===== src/rtl/core/ppc_pkg.sv =====
// Shared types and constants for the payload protocol classifier.
// Holds the protocol codes, the header-check hit vector and the magic numbers.
// No dependencies.
package ppc_pkg;

  // Stream widths: head bytes, tail bytes and length packed into whole bytes.
  localparam int HeadWidth = 64;
  localparam int TailWidth = 32;
  localparam int LenWidth  = 12;
  localparam int InWidth   = 112;
  localparam int CodeWidth = 4;
  localparam int OutWidth  = 8;

  // Protocol codes on the result beat.
  localparam logic [CodeWidth-1:0] CodeUnknown = 4'd0;
  localparam logic [CodeWidth-1:0] CodeHttp    = 4'd1;
  localparam logic [CodeWidth-1:0] CodeHttp2   = 4'd2;
  localparam logic [CodeWidth-1:0] CodeMysql   = 4'd3;
  localparam logic [CodeWidth-1:0] CodeCql     = 4'd4;
  localparam logic [CodeWidth-1:0] CodePgsql   = 4'd5;
  localparam logic [CodeWidth-1:0] CodeDns     = 4'd6;
  localparam logic [CodeWidth-1:0] CodeRedis   = 4'd7;
  localparam logic [CodeWidth-1:0] CodeNats    = 4'd8;
  localparam logic [CodeWidth-1:0] CodeMongo   = 4'd9;
  localparam logic [CodeWidth-1:0] CodeKafka   = 4'd10;
  localparam logic [CodeWidth-1:0] CodeAmqp    = 4'd11;
  localparam logic [CodeWidth-1:0] CodeTls     = 4'd12;

  // Limits and magic values of the binary header checks.
  localparam logic [31:0] PgStartupVersion = 32'h0003_0000;
  localparam logic [31:0] PgMaxMsgLen      = 32'h0010_0000;
  localparam logic [31:0] MongoMaxMsgLen   = 32'h0200_0000;
  localparam logic [31:0] KafkaMaxMsgLen   = 32'h0640_0000;
  localparam logic [31:0] MongoOpReply     = 32'd1;
  localparam logic [31:0] MongoOpQuery     = 32'd2004;
  localparam logic [31:0] MongoOpMsg       = 32'd2013;
  localparam logic [15:0] KafkaMaxApiKey   = 16'd67;
  localparam logic [15:0] KafkaMaxApiVer   = 16'd15;

  // One hit flag per binary header check, length gating already applied.
  typedef struct packed {
    logic tls;
    logic amqp;
    logic mysql;
    logic cql;
    logic pgsql;
    logic dns;
    logic mongo;
    logic kafka;
  } hdr_hits_t;

endpackage


===== src/rtl/core/ppc_text_lane.sv =====
// Text prefix lane: HTTP, HTTP/2, NATS and Redis prefixes keyed on byte 0.
// Depends on ppc_pkg for the protocol codes.
module ppc_text_lane (
  input  logic [ppc_pkg::HeadWidth-1:0] head_bytes_i,
  input  logic [ppc_pkg::LenWidth-1:0]  payload_len_i,
  output logic [ppc_pkg::CodeWidth-1:0] text_code_o
);

  logic [63:0] lead;
  logic        digit1;
  logic [ppc_pkg::CodeWidth-1:0] code;

  // Byte 0 goes to the top so that string literals compare directly.
  assign lead = {head_bytes_i[7:0],   head_bytes_i[15:8],  head_bytes_i[23:16],
                 head_bytes_i[31:24], head_bytes_i[39:32], head_bytes_i[47:40],
                 head_bytes_i[55:48], head_bytes_i[63:56]};

  assign digit1 = (lead[55:48] >= "0") && (lead[55:48] <= "9");

  // Prefix match per leading character, first match within a character wins.
  always_comb begin
    code = ppc_pkg::CodeUnknown;
    case (lead[63:56])
      "G": begin
        if (lead[63:32] == "GET ") code = ppc_pkg::CodeHttp;
      end
      "P": begin
        if (lead[63:32] == "PRI ") code = ppc_pkg::CodeHttp2;
        else if (payload_len_i >= 12'd5 && lead[63:24] == "POST ") code = ppc_pkg::CodeHttp;
        else if (lead[63:32] == "PUT ") code = ppc_pkg::CodeHttp;
        else if (payload_len_i >= 12'd6 && lead[63:16] == "PATCH ") code = ppc_pkg::CodeHttp;
        else if (lead[63:32] == "PUB ") code = ppc_pkg::CodeNats;
        else if (lead[63:32] == "PING") code = ppc_pkg::CodeNats;
        else if (lead[63:32] == "PONG") code = ppc_pkg::CodeNats;
      end
      "H": begin
        if (payload_len_i >= 12'd6 && lead[63:24] == "HTTP/") begin
          code = (lead[23:16] == "2") ? ppc_pkg::CodeHttp2 : ppc_pkg::CodeHttp;
        end else if (payload_len_i >= 12'd5 && lead[63:24] == "HEAD ") begin
          code = ppc_pkg::CodeHttp;
        end
      end
      "D": begin
        if (payload_len_i >= 12'd7 && lead[63:8] == "DELETE ") code = ppc_pkg::CodeHttp;
      end
      "O": begin
        if (payload_len_i >= 12'd8 && lead == "OPTIONS ") code = ppc_pkg::CodeHttp;
      end
      "C": begin
        if (payload_len_i >= 12'd8 && lead == "CONNECT ") code = ppc_pkg::CodeHttp;
      end
      "I": begin
        if (payload_len_i >= 12'd5 && lead[63:24] == "INFO ") code = ppc_pkg::CodeNats;
      end
      "M": begin
        if (lead[63:32] == "MSG ") code = ppc_pkg::CodeNats;
      end
      "S": begin
        if (lead[63:32] == "SUB ") code = ppc_pkg::CodeNats;
      end
      "+": begin
        if (lead[55:40] == "OK") code = ppc_pkg::CodeNats;
        else if (digit1) code = ppc_pkg::CodeRedis;
      end
      "-": begin
        if (lead[55:32] == "ERR") code = ppc_pkg::CodeNats;
        else if (digit1) code = ppc_pkg::CodeRedis;
      end
      "*", "$", ":": begin
        if (digit1) code = ppc_pkg::CodeRedis;
      end
      default: code = ppc_pkg::CodeUnknown;
    endcase
  end

  // Every check needs at least four bytes.
  assign text_code_o = (payload_len_i >= 12'd4) ? code : ppc_pkg::CodeUnknown;

endmodule


===== src/rtl/core/ppc_hdr_lane.sv =====
// Binary header lane: TLS, AMQP, MySQL, CQL, PostgreSQL, DNS, MongoDB, Kafka.
// Depends on ppc_pkg for the hit vector type and the magic numbers.
module ppc_hdr_lane (
  input  logic [ppc_pkg::HeadWidth-1:0] head_bytes_i,
  input  logic [ppc_pkg::TailWidth-1:0] tail_bytes_i,
  input  logic [ppc_pkg::LenWidth-1:0]  payload_len_i,
  output ppc_pkg::hdr_hits_t            hits_o
);

  logic [7:0]  b0, b1, b2, b3, b4, b5, b6, b7;
  logic [31:0] be_0_3, be_1_4, be_4_7, le_0_3;
  logic [15:0] be_0_1, be_4_5, be_6_7;
  logic [3:0]  dns_op;
  logic        ok4, ok5, ok8, ok9, ok12, ok16;

  assign {b7, b6, b5, b4, b3, b2, b1, b0} = head_bytes_i;

  // Multi-byte views of the header in both byte orders.
  assign be_0_3 = {b0, b1, b2, b3};
  assign be_1_4 = {b1, b2, b3, b4};
  assign be_4_7 = {b4, b5, b6, b7};
  assign le_0_3 = {b3, b2, b1, b0};
  assign be_0_1 = {b0, b1};
  assign be_4_5 = {b4, b5};
  assign be_6_7 = {b6, b7};
  assign dns_op = b4[6:3];

  // Length gates.
  assign ok4  = payload_len_i >= 12'd4;
  assign ok5  = payload_len_i >= 12'd5;
  assign ok8  = payload_len_i >= 12'd8;
  assign ok9  = payload_len_i >= 12'd9;
  assign ok12 = payload_len_i >= 12'd12;
  assign ok16 = payload_len_i >= 12'd16;

  // Each check is evaluated independently; the merge stage applies priority.
  always_comb begin
    hits_o.tls   = ok4 && b0 == 8'h16 && b1 == 8'h03 && b2 >= 8'h01 && b2 <= 8'h04;
    hits_o.amqp  = ok4 && be_0_3 == "AMQP";
    hits_o.mysql = ok5 &&
                   ((b3 == 8'h00 &&
                     (b4 == 8'h0a || b4 == 8'h01 || b4 == 8'h02 || b4 == 8'h03 ||
                      b4 == 8'h04 || b4 == 8'h16 || b4 == 8'h17 || b4 == 8'h19)) ||
                    (b3 != 8'h00 && b3 < 8'd10 &&
                     (b4 == 8'h00 || b4 == 8'hFE || b4 == 8'hFF)));
    hits_o.cql   = ok9 &&
                   (b0 == 8'h03 || b0 == 8'h04 || b0 == 8'h05 ||
                    b0 == 8'h83 || b0 == 8'h84 || b0 == 8'h85) &&
                   b4 <= 8'h10;
    hits_o.pgsql = (ok8 && be_4_7 == ppc_pkg::PgStartupVersion) ||
                   (ok5 &&
                    (b0 == "Q" || b0 == "R" || b0 == "T" || b0 == "X" ||
                     b0 == "E" || b0 == "Z" || b0 == "K") &&
                    be_1_4 >= 32'd4 && be_1_4 <= ppc_pkg::PgMaxMsgLen);
    hits_o.dns   = ok12 && be_0_1 >= 16'd12 && be_0_1 < 16'd4096 &&
                   dns_op <= 4'd2 && be_6_7 >= 16'd1 && be_6_7 <= 16'd16;
    hits_o.mongo = ok16 && le_0_3 >= 32'd16 && le_0_3 <= ppc_pkg::MongoMaxMsgLen &&
                   (tail_bytes_i == ppc_pkg::MongoOpReply ||
                    tail_bytes_i == ppc_pkg::MongoOpQuery ||
                    tail_bytes_i == ppc_pkg::MongoOpMsg);
    hits_o.kafka = ok8 && be_0_3 >= 32'd4 && be_0_3 <= ppc_pkg::KafkaMaxMsgLen &&
                   be_4_5 <= ppc_pkg::KafkaMaxApiKey && be_6_7 <= ppc_pkg::KafkaMaxApiVer;
  end

endmodule


===== src/rtl/core/ppc_merge.sv =====
// Merge stage: combines the lane results into one code by fixed priority.
// Depends on ppc_pkg for the hit vector type and the protocol codes.
module ppc_merge (
  input  logic [ppc_pkg::CodeWidth-1:0] text_code_i,
  input  ppc_pkg::hdr_hits_t            hits_i,
  output logic [ppc_pkg::CodeWidth-1:0] code_o
);

  // Highest priority first: TLS, AMQP, text prefixes, then binary headers.
  always_comb begin
    if (hits_i.tls)                            code_o = ppc_pkg::CodeTls;
    else if (hits_i.amqp)                      code_o = ppc_pkg::CodeAmqp;
    else if (text_code_i != ppc_pkg::CodeUnknown) code_o = text_code_i;
    else if (hits_i.mysql)                     code_o = ppc_pkg::CodeMysql;
    else if (hits_i.cql)                       code_o = ppc_pkg::CodeCql;
    else if (hits_i.pgsql)                     code_o = ppc_pkg::CodePgsql;
    else if (hits_i.dns)                       code_o = ppc_pkg::CodeDns;
    else if (hits_i.mongo)                     code_o = ppc_pkg::CodeMongo;
    else if (hits_i.kafka)                     code_o = ppc_pkg::CodeKafka;
    else                                       code_o = ppc_pkg::CodeUnknown;
  end

endmodule


===== src/rtl/core/payload_protocol_classifier.sv =====
// Payload protocol classifier, top level.
// An accepted input beat passes the lane result register, then the output register, to its result beat.
// Throughput: one beat per cycle while the output is not stalled; the lane register and the output register
// each advance whenever the stage after them is empty or being drained.
// Reset clears the two stage valid flags only; payload registers are not reset.
// Depends on ppc_pkg, ppc_text_lane, ppc_hdr_lane and ppc_merge.
module payload_protocol_classifier (
  input  logic                         clk_i,
  input  logic                         rst_ni,
  input  logic                         s_axis_tvalid,
  output logic                         s_axis_tready,
  // Fields from bit 0 up: head_bytes[63:0], tail_bytes[95:64],
  // payload_len[107:96], zero fill[111:108].
  input  logic [ppc_pkg::InWidth-1:0]  s_axis_tdata,
  output logic                         m_axis_tvalid,
  input  logic                         m_axis_tready,
  // Fields from bit 0 up: protocol_code[3:0], zero fill[7:4].
  output logic [ppc_pkg::OutWidth-1:0] m_axis_tdata
);

  logic [ppc_pkg::HeadWidth-1:0] head_bytes;
  logic [ppc_pkg::TailWidth-1:0] tail_bytes;
  logic [ppc_pkg::LenWidth-1:0]  payload_len;
  logic [ppc_pkg::CodeWidth-1:0] text_code;
  ppc_pkg::hdr_hits_t            hits;
  logic [ppc_pkg::CodeWidth-1:0] merged_code;

  logic                          s1_valid_q, s1_valid_d;
  logic [ppc_pkg::CodeWidth-1:0] s1_text_q;
  ppc_pkg::hdr_hits_t            s1_hits_q;
  logic                          out_valid_q, out_valid_d;
  logic [ppc_pkg::CodeWidth-1:0] out_code_q;
  logic                          s1_ready, out_ready;

  // Unpack the input beat.
  assign head_bytes  = s_axis_tdata[63:0];
  assign tail_bytes  = s_axis_tdata[95:64];
  assign payload_len = s_axis_tdata[107:96];

  // Lanes work on the same beat side by side.
  ppc_text_lane u_text_lane (
    .head_bytes_i  (head_bytes),
    .payload_len_i (payload_len),
    .text_code_o   (text_code)
  );

  ppc_hdr_lane u_hdr_lane (
    .head_bytes_i  (head_bytes),
    .tail_bytes_i  (tail_bytes),
    .payload_len_i (payload_len),
    .hits_o        (hits)
  );

  // Each stage advances when the stage after it can take its content.
  assign out_ready     = !out_valid_q || m_axis_tready;
  assign s1_ready      = !s1_valid_q || out_ready;
  assign s_axis_tready = s1_ready;
  assign s1_valid_d    = s1_ready ? s_axis_tvalid : s1_valid_q;
  assign out_valid_d   = out_ready ? s1_valid_q : out_valid_q;

  // Stage valid flags.
  always_ff @(posedge clk_i or negedge rst_ni) begin
    if (!rst_ni) begin
      s1_valid_q  <= 1'b0;
      out_valid_q <= 1'b0;
    end else begin
      s1_valid_q  <= s1_valid_d;
      out_valid_q <= out_valid_d;
    end
  end

  // Lane result register.
  always_ff @(posedge clk_i) begin
    if (s_axis_tvalid && s1_ready) begin
      s1_text_q <= text_code;
      s1_hits_q <= hits;
    end
  end

  ppc_merge u_merge (
    .text_code_i (s1_text_q),
    .hits_i      (s1_hits_q),
    .code_o      (merged_code)
  );

  // Output register.
  always_ff @(posedge clk_i) begin
    if (s1_valid_q && out_ready) begin
      out_code_q <= merged_code;
    end
  end

  assign m_axis_tvalid = out_valid_q;
  assign m_axis_tdata  = {{(ppc_pkg::OutWidth - ppc_pkg::CodeWidth){1'b0}}, out_code_q};

`ifndef SYNTHESIS
  // A full lane register facing a stalled output must keep its content.
  a_s1_hold: assert property (@(posedge clk_i) disable iff (!rst_ni)
    s1_valid_q && out_valid_q && !m_axis_tready |=>
      s1_valid_q && $stable(s1_text_q) && $stable(s1_hits_q))
    else $error("lane register changed while the output was stalled");

  // An empty lane register always lets a beat in.
  a_ready_when_empty: assert property (@(posedge clk_i) disable iff (!rst_ni)
    !s1_valid_q |-> s_axis_tready)
    else $error("input stalled with an empty lane register");

  // Only defined protocol codes leave the block.
  a_code_range: assert property (@(posedge clk_i) disable iff (!rst_ni)
    m_axis_tvalid |-> m_axis_tdata[ppc_pkg::CodeWidth-1:0] <= ppc_pkg::CodeTls)
    else $error("protocol code out of range");

  // A finished result moves to the output when the output is free.
  a_advance: assert property (@(posedge clk_i) disable iff (!rst_ni)
    s1_valid_q && !out_valid_q |=> out_valid_q)
    else $error("result did not advance into a free output register");
`endif

endmodule

===== config.mk =====
export PLATFORM = sky130hd
export DESIGN_NAME = payload_protocol_classifier
export DESIGN_NICKNAME = d
export VERILOG_FILES = /design/src/rtl/core/ppc_pkg.sv /design/src/rtl/core/ppc_text_lane.sv /design/src/rtl/core/ppc_hdr_lane.sv /design/src/rtl/core/ppc_merge.sv /design/src/rtl/core/payload_protocol_classifier.sv
export SDC_FILE = /design/constraint.sdc
export NUM_CORES = 1
export LEC_CHECK = 0
export BUFFER_PORTS_ARGS = -buffer_cell sky130_fd_sc_hd__buf_2
export CAP_MARGIN = 20
export CELL_PAD_IN_SITES_DETAIL_PLACEMENT = 0
export CELL_PAD_IN_SITES_GLOBAL_PLACEMENT = 1
export CORE_ASPECT_RATIO = 1.25
export CORE_MARGIN = 10
export CORE_UTILIZATION = 30
export CTS_BUF_LIST = sky130_fd_sc_hd__clkbuf_8
export DETAILED_ROUTE_END_ITERATION = 6
export PLACE_DENSITY = 0.81
export REMOVE_ABC_BUFFERS = 1
export SLEW_MARGIN = 10
export SYNTH_ARGS = -nofsm -noshare
export SYNTH_HDL_FRONTEND = slang
export SYNTH_SLANG_ARGS = --single-unit

===== constraint.sdc =====
create_clock -name clk_i -period 1.1 [get_ports clk_i]
set_input_delay 0.11 -clock clk_i [delete_from_list [all_inputs] [get_ports clk_i]]
set_output_delay 0.11 -clock clk_i [all_outputs]
set_load 0.02 [all_outputs]

* After elaboration in Yosys (flattened, before gate mapping)
Index checks and enable logic that the tools add are counted.
** Storage, ports and cells
- Register bits after elaboration :: 18
- Input port bits :: 116
- Output and inout bits :: 10
- Logic and storage cells :: 204
** Operators by class
- $lt $le $gt $ge :: 27
- Equality and inequality tests :: 63
- Muxes and demuxes :: 29
- Reductions and logical operators :: 72
** Operators with widths (number)
- $eq A32 B31 Y1 const B :: 9
- $eq A40 B39 Y1 const B :: 4
- $eq A64 B63 Y1 const B :: 2
- $eq A8 B7 Y1 const B :: 16
- $mux W4 :: 20
- $eq A32 B11 Y1 const B :: 2
- $ge A32 B3 Y1 const B :: 2
- $eq A56 B55 Y1 const B :: 1
- $eq A48 B47 Y1 const B :: 1
- $eq A8 B6 Y1 const B :: 6
- $ge A12 B3 Y1 const B :: 4
- $pmux W4 S12 :: 1
- $eq A8 B8 Y1 const B :: 5
- $logic_and A1 B1 Y1 :: 38
- $ge A12 B4 Y1 const B :: 3
- $eq A32 B1 Y1 const B :: 1
- $eq A32 B18 Y1 const B :: 1
- $eq A8 B2 Y1 const B :: 4
- $eq A8 B5 Y1 const B :: 4
- $ge A32 B5 Y1 const B :: 1
- $le A32 B21 Y1 const B :: 1
- $le A32 B26 Y1 const B :: 1
- $le A32 B27 Y1 const B :: 1
- $logic_or A1 B1 Y1 :: 26
- other kinds (28) :: 37

* Logic depth before layout (Yosys ltp)
Gate-level depths: netlist of run 1.
- Word-level depth :: 11
- Gate-level depth with buffers :: 7
- Depth with buffers taken out :: 6

* By module
A second synthesis of run 1 with hierarchy kept.
** Unflattened totals
- Cell total of the unflattened synthesis :: 370
- Area total of the unflattened synthesis :: 2767.7 um^2
** Modules (own cells, without submodules)
- ppc_text_lane :: instances 1, cells each 186, area an instance 1204.9 um^2, sequential area each 0.0 um^2
- ppc_hdr_lane :: instances 1, cells each 136, area an instance 809.5 um^2, sequential area each 0.0 um^2
- payload_protocol_classifier :: instances 1, cells each 29, area an instance 618.1 um^2, sequential area each 530.5 um^2
- ppc_merge :: instances 1, cells each 19, area an instance 135.1 um^2, sequential area each 0.0 um^2

* Least setup slack after synthesis of run 1
Ideal clock, no wire load.
- Path type :: input port to flip-flop
- Start point :: in s_axis_tdata[24] (netlist name)
- End point :: reg s1_text_q[0] (netlist name), data pin
- Library setup time :: 259 ps
- Data arrival time :: 1733 ps
- Required time :: 841 ps
- Slack :: -891 ps
- Stages on the path :: 7
- Path buffers :: 1
- Path through :: clkbuf_1 > nor4_2 > nand4_1 > or4_1 > nand2b_1 > a21oi_1 > o31a_1
** On the way
- Cells in the longest elaborated chain, start to end :: 8
- Elaborated cells on any way between the ends :: 34
- Those cells by class :: 13 x eq/ne; 14 x mux; 7 x reduce/logical
** RTL lines
- start, declared :: RTL line payload_protocol_classifier.sv:14 : input logic [ppc_pkg::InWidth-1:0] s_axis_tdata,
- $eq A32 B31 Y1 :: RTL line ppc_text_lane.sv:33 : else if (lead[63:32] == "PING") code = ppc_pkg::CodeNats;
- $mux W4 :: RTL line ppc_text_lane.sv:33
- $mux W4 :: RTL line ppc_text_lane.sv:32 : else if (lead[63:32] == "PUB ") code = ppc_pkg::CodeNats;
- $mux W4 :: RTL line ppc_text_lane.sv:31 : else if (payload_len_i >= 12'd6 && lead[63:16] == "PATCH ") code = ppc_pkg::CodeHttp;
- $mux W4 :: RTL line ppc_text_lane.sv:30 : else if (lead[63:32] == "PUT ") code = ppc_pkg::CodeHttp;
- $mux W4 :: RTL line ppc_text_lane.sv:29 : else if (payload_len_i >= 12'd5 && lead[63:24] == "POST ") code = ppc_pkg::CodeHttp;
- $mux W4 :: RTL line ppc_text_lane.sv:28 : if (lead[63:32] == "PRI ") code = ppc_pkg::CodeHttp2;
- $pmux W4 S12 * :: RTL line ppc_text_lane.sv:23 : case (lead[63:56])
- end signal, assigned :: RTL line payload_protocol_classifier.sv:75 : s1_text_q <= text_code;
- end, declared :: RTL line payload_protocol_classifier.sv:29 : logic [ppc_pkg::CodeWidth-1:0] s1_text_q;
Mark *: on every way between the ends. The rest lies on a longest branch, timed or not.
A chain may end at the register's enable or synchronous reset.

==> results.cfg, run 1 <==
[worst_hold_path]
min_path_cells = 2
worstHoldPathType = input pin to flip-flop

[global_routing]
grt_pass1_wl_um = 21800
overflow = 0
antenna_found_initial = 0
grt_max_degree = 13
grt_pass1_vias = 4472
grt.total_usage_pct = 19.9

[power_and_ir_drop]
power_leakage_uw = 0.00212
vdd_drop_max_uv = 417
power_density_nw_per_um2 = 494

[synth]
synth_async_sr_flop_share_pct = 11.1
synth-edff-count = 16
yosysTopAreaCell = edfxtp_1
synthDistinctLibCells = 63
ys_top_cells_by_count = nand2_1 (32), nand4_1 (25), nor2_1 (25)
syn-cell-area_um2 = 2670
synth_area_leaders = edfxtp_1 (18%), nand4_1 (5.8%), nor4_1 (5.1%)
avgSynthCellArea_um2 = 7.43
ys_seq_area_share_pct = 19.8
yosys_warnings = 0
synth_ff_type = edfxtp_1
syn-instance-count = 360
ys_ff_latch = 18
synth_top_area_share_pct = 18.0
yosysMostFrequentCell = nand2_1

[sta]
finalSetupViolations = 29
setup_slack_ps = -788
fin_tns_setup_ps = -7100
slew_headroom_pct = 67.2
layout_min_cycle_time_ps = 1890
timing.fmax_ghz = 0.530
rsz0062_at_grt = true
fin_crit_sh_pct = 172
max_slew.worst_pin.slew_ps = 487
finClkSkew_ps = 5.66
drv_slew = 0
hold_viol_final = 0

[cells_and_area]
syn_to_final_growth_pct = 93.0
drive_above_1_share_pct = 56.7
num-fill-cells = 798
fin_util_pct = 59.3
antenna_cells = 0
stdcell_count = 751
final_area_um2 = 5160
final_nets = 748

[drt]
ant_nets = 0
drtPass1Iterations = 4
avgViaCountPerCell = 5.57
routedWlPerCell_um = 18.8
vias = 4181
drt_wl_total_um = 14100
drtIter0Drc = 253
drc = 0

[flow_run]
cap_violations = 0

[setup_path]
crit_path_max_fanout = 2
crit_arrival_ps = 1950
crit_chain = buf_6 -> or4_4 -> or4_4 -> or4_4 -> a2111oi_4
cp_common_cell = or4_4
ff2ff_path_depth = 4
rrSetupSlack_ps = -200
worstSetupEndpointType = flip-flop
worst_path_max_delay_cell = or4_4
path_class = input pin to flip-flop
start_kind = input pin
max_stage_delay_ps = 540
worstPathRequired_ps = 1160

[placement]
gp_congestion = 1.04
place_ws_ps = -1090
placed_area_um2 = 4530
hpwl_um = 12000
dp_cells = 734
io_buffers = 117

[clock_tree]
cts_tree = yes
clk_pin_slew_ps = 70
cts_made_buffers = 3
cts_max_level = 1
cts_sinks = 18
worstSkewPairLatency_ps = 250
clock_path_buffers = 2
cts-root-buf = clkbuf_8

[floorplan]
die-area_um2 = 13100
die_y_um = 126
start_util_pct = 30.7
dieWidth_um = 104
fp-row-count = 38
core_area_um2 = 8700
io_pins = 126

[status]
status = finished, violations left
failed_checks = setup timing
## sequential cells by signal (all words and copies together), names as in the netlist
register / cells
s1_valid_q: 1
out_code_q: 4
m_axis_tvalid: 1
s1_text_q: 4
s1_hits_q: 8
## final timing paths
path,from,to
worst min-delay path,s_axis_tvalid,s1_valid_q$_DFFE_PN0N_
max in group asynchronous,rst_ni,s1_valid_q$_DFFE_PN0N_
worst max register to register,s1_text_q[2]$_SDFFCE_PN0P_,out_code_q[3]$_SDFFCE_PP1P_
worst max-delay path,s_axis_tdata[63],s1_hits_q[0]$_DFFE_PP_
min in group asynchronous,rst_ni,m_axis_tvalid$_DFFE_PN0P_
worst min register to register,m_axis_tvalid$_DFFE_PN0P_,m_axis_tvalid$_DFFE_PN0P_
## cells in the final DEF (no fill, tap or decap), types with 7 or more instances in the layout
cell / synthesis / layout
or4_4: 4 / 9
buf_4: 4 / 153
buf_6: 0 / 19
nand4_1: 25 / 25
nand3_1: 20 / 19
buf_2: 1 / 109
nor2_1: 25 / 20
nor3_1: 16 / 14
nor4b_1: 15 / 10
a21oi_1: 19 / 15
nor4_1: 22 / 15
nand2b_1: 10 / 9
nand2_1: 32 / 31
or3_1: 10 / 8
nor2b_1: 14 / 13
o21ai_0: 10 / 7
edfxtp_1: 16 / 16
## worst max-delay path, delay by kind of cell
| kind | cells | cell delay [ps] |
|---|---|---|
| AO/OA/AOI/OAI | 1 | 190 |
| AND/OR/NAND/NOR | 3 | 1560 |
| buffers and inverters | 1 | 90 |
## layer usage
layer / wire [µm] / GRT usage (%) / share of wire [%]
met5: 0 / 0 / 0
met3: 629 / 3.08 / 4.5
met2: 7350 / 37.0 / 52
met4: 741 / 10.2 / 5.3
met1: 5380 / 21.0 / 38
## where the power goes
part	switching (µW)	internal [µW]
Sequential	20.3	787
Combinational	629	645
Clock	219	248
Total	868	1680
## metrics by stage
step                      power (µW)  hold slack (ps)
after detailed placement        1930             -101
after floorplan                 1110             -186
after global placement          1900             -106
after global routing            2680             96.8
after CTS                       2480             61.2
final                           2550             99.1
## cell families after synthesis
logic type	after synthesis	synth area share [%]
multiplexers	3	1.22
XOR/XNOR	3	0.983
AO/OA/AOI/OAI	65	16.9
AND/OR/NAND/NOR	242	56.4
buffers and inverters	28	4.54
other	1	0.140
flip-flops	18	19.8
## final cells by class
type / instances / area, µm² / area share (%)
sequential: 18 / 531 / 10.3
clock inverter: 1 / 3.75 / 0.0727
tap: 120 / 150 / 2.91
timing repair buffer: 285 / 1970 / 38.1
multi-input combinational: 318 / 2450 / 47.4
clock buffer: 3 / 41.3 / 0.800
inverter: 6 / 22.5 / 0.436
## what timing repair did
| item | in CTS | in global routing |
|---|---|---|
| endpoints found under the setup margin | 28 | 29 |
| gates resized for setup | 77 | 24 |
| pin swaps | 24 | 20 |
| hold endpoints to repair | 2 | 0 |
| hold buffers | 1 | 0 |
| cloned | 0 | 1 |
| buffers inserted | 11 | 3 |
No activity file was read; power rests on OpenSTA's default activity.
==> inputs of run 2 (changes only) <==
- PLACE_DENSITY: 0.81 -> not set
- PLACE_DENSITY_LB_ADDON: not set -> 0.1
==> results.cfg, run 2 (synthesis gave the netlist of run 1 again) <==
[setup_path]
path_class = input pin to flip-flop
worst_r2r_startpoint = s1_text_q[2]$_SDFFCE_PN0P_
worstSetupEndpointType = flip-flop
worstPathRequired_ps = 1110
crit_arrival_ps = 1850
critical_path_buf_inv_count = 1
start_kind = input pin
worst_path_max_delay_cell = or4_4
max_stage_delay_ps = 550
crit_path_max_fanout = 2
critPathLaunch = s_axis_tdata[105]
critical-path-top-delay-family = simple AND/OR/NAND/NOR gates
crit_chain = buf_6 -> or4_4 -> nor3_4 -> nand2_1 -> a31o_2 -> a221o_1 -> o31a_1

[placement]
io_buffers = 117
placed_area_um2 = 4480
dp_cells = 731
gp_congestion = 0.956
hpwl_um = 12000

[clock_tree]
worstSkewPairLatency_ps = 250
clock_path_buffers = 2
cts_sinks = 18
clk_pin_slew_ps = 70
cts-root-buf = clkbuf_8
cts_tree = yes
cts_max_level = 1
cts_made_buffers = 3

[cells_and_area]
num-fill-cells = 871
final_cell_mix = buf_4 (153), buf_2 (103), nand2_1 (31)
syn_to_final_growth_pct = 94.0
layout_commonest_cell = buf_4
multi_input_area_um2 = 2440
largestRegisters = s1_hits_q: 8 flops, out_code_q: 4 flops, s1_text_q: 4 flops
largest_reg_flops = 8
top_register = s1_hits_q
stdcell_count = 751
final_nets = 748
drive_above_1_share_pct = 58.0
antenna_cells = 0
fin_util_pct = 59.6
final_area_um2 = 5190
seqCellArea_um2 = 531

[power_and_ir_drop]
power_leakage_uw = 0.00213
power_density_nw_per_um2 = 494
finalPower_uw = 2560
vdd_drop_max_uv = 351

[sta]
fin_tns_setup_ps = -7000
hold_viol_final = 0
timing.fmax_ghz = 0.543
fin_crit_sh_pct = 167
finalSetupViolations = 29
layout_min_cycle_time_ps = 1840
rsz0062_at_grt = true
drv_slew = 0
setup_slack_ps = -740
finClkSkew_ps = 4.93

[drt]
avgViaCountPerCell = 5.47
routedWlPerCell_um = 19.2
vias = 4107
drtIter0Drc = 229
drc = 0
drt_wl_total_um = 14400
drtPass1Iterations = 5
ant_nets = 0

[global_routing]
grt_pass1_vias = 4361
grt.total_usage_pct = 20.6
grt_max_degree = 15
grt_pass1_wl_um = 22400
overflow = 0
antenna_found_initial = 0

[flow_run]
cap_violations = 0

[floorplan]
dieWidth_um = 104
core_area_um2 = 8700
io_pins = 126
start_util_pct = 30.7
die-area_um2 = 13100
die_y_um = 126
fp-row-count = 38

[status]
status = finished, violations left
failed_checks = setup timing

[worst_hold_path]
hp-start = s_axis_tvalid
worstHoldPathType = input pin to flip-flop
## run 2: cell types whose count changed in the layout (fill, tap and decap cells not counted), moves of 3 or more
| cell | before | now |
|---|---|---|
| buf_6 | 19 | 24 |
| buf_2 | 109 | 103 |
| buf_8 | 0 | 3 |
| nor4b_2 | 1 | 5 |
| nor2b_1 | 13 | 9 |
| nor4_1 | 15 | 18 |
| nor4_2 | 6 | 3 |
| nor2b_2 | 0 | 3 |
## run 2: cell type report
cell class | instances | share of cell area [%]
multi-input combinational | 318 | 47.1
timing repair buffer | 285 | 38.5
sequential | 18 | 10.2
tap | 120 | 2.89
clock buffer | 3 | 0.796
inverter | 6 | 0.434
clock inverter | 1 | 0.0724
## run 2: worst reg2reg max path: stages (launching register included)
cell and delay, ps:
edfxtp_1 430, nor4_4 340, nor2b_4 220, a21oi_2 60
o21bai_1 150
## run 2: per-stage QoR
step | worst slack (ps) | hold WS, ps
after floorplan | -874 | -186
after global placement | -1030 | -104
after detailed placement | -1110 | -102
after CTS | -793 | 65.6
after global routing | -770 | 108
final | -740 | 110
## run 2: repair_timing
action                                  4_1_cts  5_1_grt
hold buffers                                  1        0
pin swaps                                    21       40
resized for setup                            62       63
hold endpoints to repair                      2        0
endpoints found under the setup margin       28       33
buffers inserted                              9        7
cloned                                        0        1
## run 2: layer usage
layer / GRT usage, % / wire [µm]
met1: 22.3 / 5430
met2: 39.4 / 7710
met3: 2.72 / 730
met4: 7.38 / 545
met5: 0 / 0
## run 2: power by group
part | internal (µW) | total [µW] | switching (µW)
Clock | 247 | 461 | 213
Combinational | 662 | 1290 | 627
Sequential | 788 | 811 | 23.7
Total | 1700 | 2560 | 864
## run 2: worst paths after layout
check | slack, ps | end | cells past startpoint
setup / recovery | -740 | s1_text_q[0]$_SDFFCE_PN0P_ | 7
hold / removal | 110 | s1_valid_q$_DFFE_PN0N_ | 2
setup reg to reg | -260 | out_code_q[2]$_SDFFCE_PP1P_ | 4
hold reg to reg | 560 | out_code_q[3]$_SDFFCE_PP1P_ | 1
max in group asynchronous | 820 | m_axis_tvalid$_DFFE_PN0P_ | 2
min in group asynchronous | 180 | s1_valid_q$_DFFE_PN0N_ | 2
==> inputs of run 3 (changes only) <==
- PLACE_DENSITY: not set -> 0.83
- PLACE_DENSITY_LB_ADDON: 0.1 -> not set
==> results.cfg, run 3 (synthesis gave the netlist of run 1 again) <==
[sta]
fin_crit_sh_pct = 172
rsz0062_at_grt = true
layout_min_cycle_time_ps = 1890
drv_slew = 0
hold_viol_final = 0
setup_slack_ps = -787
finalSetupViolations = 29
finClkSkew_ps = 8.54
fin_tns_setup_ps = -7130
timing.fmax_ghz = 0.530

[clock_tree]
cts_tree = yes
clk_pin_slew_ps = 80
worstSkewPairLatency_ps = 250
clock_path_buffers = 2
cts_max_level = 1
cts_made_buffers = 3
cts-root-buf = clkbuf_8
cts_sinks = 18

[setup_path]
worstSetupEndpointType = flip-flop
crit_path_max_fanout = 2
start_kind = input pin
worst_path_max_delay_cell = or4_4
crit_arrival_ps = 1950
path_class = input pin to flip-flop
worstPathRequired_ps = 1160
critical_path_buf_inv_count = 1
crit_chain = buf_6 -> or4_4 -> or4_4 -> or4_4 -> a2111oi_4
cp_common_cell = or4_4
critical-path-top-delay-family = simple AND/OR/NAND/NOR gates
max_stage_delay_ps = 540

[cells_and_area]
antenna_cells = 0
largest_reg_flops = 8
fin_util_pct = 60.6
final_nets = 754
layout_commonest_cell = buf_4
seqCellArea_um2 = 531
final_cell_mix = buf_4 (162), buf_2 (107), nand2_1 (31)
top_register = s1_hits_q
syn_to_final_growth_pct = 97.3
multi_input_area_um2 = 2500
stdcell_count = 757
drive_above_1_share_pct = 59.2
largestRegisters = s1_hits_q: 8 flops, out_code_q: 4 flops, s1_text_q: 4 flops
num-fill-cells = 786

[drt]
vias = 4283
avgViaCountPerCell = 5.66
drt_wl_total_um = 14300
drc = 0
drtIter0Drc = 316
ant_nets = 0
drtPass1Iterations = 5
routedWlPerCell_um = 18.9

[floorplan]
io_pins = 126
fp-row-count = 38
core_area_um2 = 8700
start_util_pct = 30.7
die-area_um2 = 13100
die_y_um = 126
dieWidth_um = 104

[global_routing]
grt_pass1_wl_um = 22100
antenna_found_initial = 0
grt.total_usage_pct = 19.8
overflow = 0
grt_max_degree = 13
grt_pass1_vias = 4513

[placement]
dp_cells = 741
hpwl_um = 11700
gp_congestion = 0.997
io_buffers = 117

[power_and_ir_drop]
power_leakage_uw = 0.00217
power_density_nw_per_um2 = 491
vdd_drop_max_uv = 333

[status]
status = finished, violations left
failed_checks = setup timing

[worst_hold_path]
worstHoldPathType = input pin to flip-flop

[flow_run]
cap_violations = 0
## run 3: path summary, 6_finish.rpt
kind                                            start                          end  slack (ps)  cells past startpoint
setup / recovery                     s_axis_tdata[63]       s1_hits_q[0]$_DFFE_PP_        -790                      5
setup reg to reg           s1_text_q[2]$_SDFFCE_PN0P_  out_code_q[2]$_SDFFCE_PP1P_        -220                      4
min in group asynchronous                      rst_ni       s1_valid_q$_DFFE_PN0N_         170                      2
max in group asynchronous                      rst_ni    m_axis_tvalid$_DFFE_PN0P_         830                      2
hold / removal                          s_axis_tvalid       s1_valid_q$_DFFE_PN0N_         100                      2
hold reg to reg             m_axis_tvalid$_DFFE_PN0P_    m_axis_tvalid$_DFFE_PN0P_         570                      2
## run 3: layout make-up
type                    count  share of cell area [%]
clock buffers               3                   0.783
clock inverters             1                  0.0711
inverters                   6                   0.427
multi-input cells         318                    47.4
flip-flops and latches     18                    10.1
well taps                 120                    2.85
repair buffers            291                    38.4
## run 3: what timing repair did
item	4_1_cts	5_1_grt
hold buffers	1	0
pin swaps	37	24
gates cloned	0	1
setup endpoints to repair	28	29
buffers inserted	5	6
hold endpoints to repair	2	0
gates resized for setup	84	30
## run 3: through the flow
stage	total power, µW	hold WS, ps	cell area, µm²	worst slack [ps]
finish	2590	96.2	5280	-787
global route	2700	122	5280	-837
CTS	2490	71.8	5070	-788
detailed placement	1950	-101	4600	-1050
global placement	1930	-106	4600	-1020
floorplan	1110	-186	2590	-874
## run 3: report_power, final
group	internal, µW	total [µW]	leakage, µW	switching [µW]
sequential	787	812	0.000180	24.8
combinational	666	1300	0.00196	635
clock	248	476	0.0000231	228
## run 3: metal layers
metal / vias up / GRT usage [%] / wire (µm)
li1: 1995 / - / -
met3: 46 / 4.27 / 991
met4: 0 / 8.94 / 653
met1: 2031 / 20.4 / 5120
met5: - / 0 / 0
met2: 211 / 37.2 / 7540
